## src/hw/rtl/aabb_pkg.sv

```systemverilog
// Shared types and constants for the box overlap marker: store sizes, function
// codes, request and response words, and the controller-datapath interface.
// No dependencies.
`timescale 1ns / 1ps
`default_nettype none

package aabb_pkg;

   localparam int MAX_STATIC  = 64;
   localparam int MAX_DYNAMIC = 64;

   localparam int SIDX_W = (MAX_STATIC > 1) ? $clog2(MAX_STATIC) : 1;
   localparam int DIDX_W = (MAX_DYNAMIC > 1) ? $clog2(MAX_DYNAMIC) : 1;
   localparam int SCNT_W = $clog2(MAX_STATIC + 1);
   localparam int DCNT_W = $clog2(MAX_DYNAMIC + 1);

   localparam int POS_W   = 32;
   localparam int SIZE_W  = 16;
   localparam int COLOR_W = 16;
   localparam int RIDX_W  = 6;
   localparam int FRAC_W  = 8;
   localparam int SUM_W   = POS_W + 1;

   localparam logic [1:0] FUNC_LOAD_STATIC  = 2'd0;
   localparam logic [1:0] FUNC_LOAD_DYNAMIC = 2'd1;
   localparam logic [1:0] FUNC_START        = 2'd2;

   typedef struct packed {
      logic [1:0]              func;
      logic signed [POS_W-1:0] pos_x;
      logic signed [POS_W-1:0] pos_y;
      logic [SIZE_W-1:0]       box_width;
      logic [SIZE_W-1:0]       box_height;
      logic [COLOR_W-1:0]      prior_color;
   } req_type;

   typedef struct packed {
      logic [RIDX_W-1:0]  rect_index;
      logic [COLOR_W-1:0] color;
      logic               hit;
      logic               last;
   } rsp_type;

   typedef struct packed {
      logic signed [POS_W-1:0] x;
      logic signed [POS_W-1:0] y;
      logic [SIZE_W-1:0]       w;
      logic [SIZE_W-1:0]       h;
   } geom_type;

   typedef struct packed {
      logic load_static;
      logic load_dynamic;
      logic begin_pass;
      logic prep;
      logic scan;
      logic emit;
   } ctrl_cmd_type;

   typedef struct packed {
      logic static_empty;
      logic dynamic_empty;
      logic overlap;
      logic scan_done;
      logic last_static;
   } dp_status_type;

   typedef enum logic [2:0] {
      ST_IDLE,
      ST_FETCH,
      ST_PREP,
      ST_SCAN,
      ST_EMIT
   } state_type;

endpackage

`default_nettype wire

```

## src/hw/rtl/aabb_ctrl.sv

```systemverilog
// Sequencer for the box overlap marker: decodes request words and steps the
// datapath through each collision pass. Depends on aabb_pkg.
`timescale 1ns / 1ps
`default_nettype none

module aabb_ctrl (
   input  wire logic                   clock,
   input  wire logic                   reset,
   input  wire logic                   start,
   input  wire logic [1:0]             func,
   input  wire aabb_pkg::dp_status_type status,
   output aabb_pkg::ctrl_cmd_type      cmd,
   output logic                        busy
);
   import aabb_pkg::*;

   state_type state_ff, state_in;

   always_ff @(posedge clock) begin
      if (reset) begin
         state_ff <= ST_IDLE;
      end else begin
         state_ff <= state_in;
      end
   end

   always_comb begin
      state_in = state_ff;
      cmd      = '0;
      busy     = (state_ff != ST_IDLE);
      unique case (state_ff)
         ST_IDLE: begin
            if (start) begin
               unique case (func)
                  FUNC_LOAD_STATIC:  cmd.load_static  = 1'b1;
                  FUNC_LOAD_DYNAMIC: cmd.load_dynamic = 1'b1;
                  FUNC_START: begin
                     if (!status.static_empty) begin
                        cmd.begin_pass = 1'b1;
                        state_in       = ST_FETCH;
                     end
                  end
                  default: ;
               endcase
            end
         end
         // The static entry is being read; its data appear in the next state.
         ST_FETCH: state_in = ST_PREP;
         ST_PREP: begin
            cmd.prep = 1'b1;
            state_in = status.dynamic_empty ? ST_EMIT : ST_SCAN;
         end
         ST_SCAN: begin
            cmd.scan = 1'b1;
            if (status.overlap || status.scan_done) begin
               state_in = ST_EMIT;
            end
         end
         ST_EMIT: begin
            cmd.emit = 1'b1;
            state_in = status.last_static ? ST_IDLE : ST_FETCH;
         end
         default: state_in = ST_IDLE;
      endcase
   end

endmodule

`default_nettype wire

```

## config.mk

```make
export PLATFORM = sky130hd
export DESIGN_NAME = aabb_ctrl
export DESIGN_NICKNAME = d
export VERILOG_FILES = /design/src/hw/rtl/aabb_pkg.sv /design/src/hw/rtl/aabb_ctrl.sv
export SDC_FILE = /design/constraint.sdc
export NUM_CORES = 1
export LEC_CHECK = 0
export BUFFER_PORTS_ARGS = -buffer_cell sky130_fd_sc_hd__buf_2
export CAP_MARGIN = 20
export CORE_AREA = 2 2 39 41
export CTS_BUF_LIST = sky130_fd_sc_hd__clkbuf_16
export DETAILED_ROUTE_END_ITERATION = 10
export DIE_AREA = 0 0 41 43
export PLACE_DENSITY = 0.44
export SYNTH_ARGS = -nofsm -noshare
export SYNTH_HDL_FRONTEND = slang
export SYNTH_SLANG_ARGS = --single-unit
export TNS_END_PERCENT = 1
```

## constraint.sdc

```tcl
create_clock -name clock -period 1 [get_ports clock]
set_input_delay 0.2 -clock clock [delete_from_list [all_inputs] [get_ports clock]]
set_output_delay 0.2 -clock clock [all_outputs]
set_load 0.005 [all_outputs]
```

# After elaboration in Yosys (flattened, before gate mapping)
# Cells that the tools add are included.
[totals]
out_inout_bits = 7
input_bits = 10
wordCells = 32
register_bits = 3
[op_classes]
n_mux = 16
n_eq_ne = 10
reduce_logical = 5
[op_table]
columns = ["operator", "count"]
rows = [
  ["3-bit two-way mux", 7],
  ["3-bit case mux with 5 select lines", 1],
  ["1-bit two-way mux", 8],
  ["3-bit by 2-bit equality test with 1-bit output (second input constant)", 2],
  ["2-bit inequality test (second input constant)", 3],
  ["4-bit AND reduction", 1],
  ["3-bit by 1-bit equality test with 1-bit output (second input constant)", 1],
  ["3-bit equality test (second input constant)", 1],
  ["3-bit zero test", 1],
  ["3-bit nonzero test", 1],
  ["2-bit by 1-bit equality test with 1-bit output (second input constant)", 1],
  ["2-bit equality test (second input constant)", 1],
  ["2-bit zero test", 1],
  ["2-bit by 1-bit inequality test with 1-bit output (second input constant)", 1],
  ["1-bit logical OR", 1],
]

# Longest topological paths before layout
[depth]
depth_word = 4
ltp_mapped = 4
ltp_nobuf = 3

# Worst setup path after synthesis
# No wires, ideal clock.
[synth_timing]
kind = "register -> output"
start = "register state_ff[0]"
end = "output cmd[5] in the netlist's numbering"
setup_slack_ns = -0.140
n_path_buf = 1
path_stages_with_launch = 5
arrival_time_ns = 0.940
required_ns = 0.800
path_cell_list = "dfxtp_1 -> buf_4 -> nor3_2 -> inv_1 -> nor4b_2"
[synth_rtl]
columns = ["element", "line_no", "rtl"]
rows = [
  ["from (decl)", "aabb_ctrl.sv:17", "state_type state_ff, state_in;"],
  ["from (signal assigned)", "aabb_ctrl.sv:23", "state_ff <= state_in;"],
  ["to (decl)", "aabb_ctrl.sv:12", "output aabb_pkg::ctrl_cmd_type cmd,"],
]

==> run_results.csv <==
group,metric,value,unit
yosys,yosysTopAreaCell,"dfxtp_1",
cells_and_area,finalNetCount,62,
timing,fin_tns_setup,-2240,ps
timing,finalMaxSlewViolations,0,
drt,vias_per_cell,4.63,
drt,drc_errors,0,
critical_path,critPathLaunchType,"register",
timing,fin_skew,3.86,ps
cells_and_area,drive_above_1_share,0.706,
timing,fin_crit,1380,ps
power,pwr_density_cell,2080,nW/um^2
clock_tree,cts_max_level,1,
critical_path,path_max_fanout,2,
yosys,ys_warn_count,0,
critical_path,crit_family,"simple AND/OR/NAND/NOR gates",
drt,vias,310,
hold_path,hp-class,"in2reg",
critical_path,r2r_start,"state_ff[0]$_SDFFE_PP0P_",
power,power.leakage,0.242,nW
yosys,synthTopCellsByArea,"dfxtp_1 27%, nor2_1 8.3%, a2111oi_2 6.6%",
cells_and_area,layoutNonFillerInstCount,67,
clock_tree,numCtsBuffers,3,
placement,dp_hpwl,480,um
cells_and_area,utilization,0.354,
yosys,post-synth-top-count-cell,"nor2_1",
cells_and_area,area_growth,116,%
drt,drtIter0Drc,2,
timing,whs,227,ps
clock_tree,cts.clk_slew.worst_paths,30,ps
critical_path,rr_endpoint,"state_ff[0]$_SDFFE_PP0P_",
clock_tree,cts_sinks,3,
flow_run,maxCapViolCount,0,
grt,grt_pass1_vias,286,
grt,grt_pass1_wl,1170,um
hold_path,whs_path_depth,2,
yosys,avgSynthCellArea,8.71,um^2
timing,period_share,1.38,
critical_path,crit_chain,"nor3_4, buf_4, and4b_1, buf_2",
critical_path,critical_path_class,"reg2out",
yosys,ys_seq_area_frac,0.265,
yosys,synth_fp_nets,36,
yosys,syn-cell-area,226,um^2
yosys,synth_cell_types,20,
critical_path,reg2reg_depth,4,
timing,rsz0062_at_grt,"yes",
yosys,syn_inst,26,
clock_tree,root_buffer,"clkbuf_16",
clock_tree,clk_latency,230,ps
timing,fin_ws,-375,ps
drt,drtAntennaViolNets,0,
cells_and_area,top_regs,"state_ff: 3 flops",
timing,hold_violations,0,
floorplanning,boundaryPins,17,
drt,drt_pass1_iterations,2,
hold_path,min-delay-start,"reset",
timing,worstMarginPinSlew,260,ps
floorplanning,fp.dieW,41,um
critical_path,arrival,1180,ps
drt,wl_per_cell,11.1,um
yosys,yosysTopAreaCellShare,0.265,
critical_path,r2r_setup_slack,-90,ps
yosys,async_flop_share,0,
timing,slew_headroom,0.826,
timing,timing.fmax,727,MHz
outcome,status,"finished with violations",
cells_and_area,largest_register_ffs,3,
drt,wirelength,742,um
critical_path,cp_slowest_stage_delay,320,ps
floorplanning,core_area,1380,um^2
grt,grt_max_degree,9,
critical_path,critPathSlowestCell,"dfxtp_2",
cells_and_area,regMostFlops,"state_ff",
placement,gp_congestion,0.599,
floorplanning,die_h,43,um
grt,grt_overflow,0,
placement,dp_cells,62,
cells_and_area,antenna_cells,0,
hold_path,holdPathEnd,"state_ff[2]$_SDFFE_PP0P_",
grt,grtUsageTotal,0.105,
critical_path,crit_buf_inv,2,
timing,setup_viol_count_final,10,
floorplanning,die_area,1760,um^2
floorplanning,start_util,0.164,
cells_and_area,fill_cells,140,
clock_tree,cts_max_path_buffers,2,
critical_path,critical_path_required,800,ps
outcome,violations,"setup timing",
power,total_power,1.02,mW
placement,port_buffers,16,
yosys,ys_ff_latch,3,
grt,antenna_found_initial,0,
clock_tree,cts_tree,"built",
yosys,synth_edf_count,0,
yosys,synth_commonest_cells,"5 x nor2_1, 3 x dfxtp_1",
floorplanning,rows,14,
yosys,synth_ff_type,"dfxtp_1",
power,irDropWorstVdd,536,uV
critical_path,endpoint_kind,"output pin",
## final cells by class
type,instances,area (um^2),share of cell area
repair buffers,22,133,0.271
multi-input cells,21,188,0.384
flip-flops and latches,3,66.3,0.136
clock inverters,1,3.75,0.00767
inverters,1,3.75,0.00767
clock buffers,3,75.1,0.153
well taps,16,20.0,0.0409
## worst max-delay path by stage
stage	startpoint	to	slack, ps	cells after the start
global placement	state_ff[0]$_SDFFE_PP0P_	state_ff[2]$_SDFFE_PP0P_	-260	3
finish	state_ff[0]$_SDFFE_PP0P_	cmd[4]	-380	4
floorplan	state_ff[0]$_SDFFE_PP0P_	cmd[5]	-120	4
CTS	state_ff[0]$_SDFFE_PP0P_	cmd[4]	-380	4
detailed placement	state_ff[1]$_SDFFE_PP0P_	cmd[5]	-210	4
global route	state_ff[0]$_SDFFE_PP0P_	cmd[5]	-460	4
## per-stage QoR
step,setup slack (ps),instance area [um^2]
2_1_floorplan,-120,233
3_3_place_gp,-265,363
3_5_place_dp,-205,363
4_1_cts,-384,484
5_1_grt,-463,489
6_report,-375,489
## what timing repair did
action / in CTS / in global routing
setup endpoints to repair: 10 / 10
pin swaps: 7 / 1
resized for setup: 9 / 2
hold buffers: 0 / 0
buffers inserted: 1 / 0
gates cloned: 0 / 0
endpoints found under the hold margin: 0 / 0
## layout by cell type (no fill, tap or decap)
cell,n
buf_2,16
nor2_1,4
buf_4,4
clkbuf_16,3
buf_6,2
dfxtp_2,2
and2b_2,1
and2_1,1
nand2b_1,1
nor3_4,1
inv_2,1
nor3b_2,1
and4b_1,1
nand4bb_1,1
nor2_2,1
nor4b_2,1
o21a_1,1
a2111oi_4,1
nand2_1,1
nand3_1,1
o2bb2ai_1,1
a2111oi_2,1
a22oi_1,1
a21oi_1,1
inv_1,1
dfxtp_4,1
## worst register-to-register path: stages (launching register included)
cell and delay [ps]:
dfxtp_2 320, buf_4 160, buf_4 140, a2111oi_4 260, o2bb2ai_1 140
## where the power goes
group          leakage, nW  switching [mW]  internal (mW)  total [mW]
clock               0.0423           0.120          0.517       0.636
sequential          0.0261          0.0135          0.133       0.147
combinational        0.173           0.104          0.131       0.235
## routing by layer
metal / vias up / GRT usage / wire, um
li1: 149 / - / -
met1: 145 / 0.103 / 255
met2: 14 / 0.163 / 401
met3: 2 / 0.0314 / 65
met4: 0 / 0.100 / 19
met5: - / 0 / 0
## cells by family after synthesis
kind of cell | share of synthesized area
simple gates | 0.453
compound gates | 0.232
flops | 0.265
buf+inv | 0.0497
No activity file was read; power rests on OpenSTA's default activity.
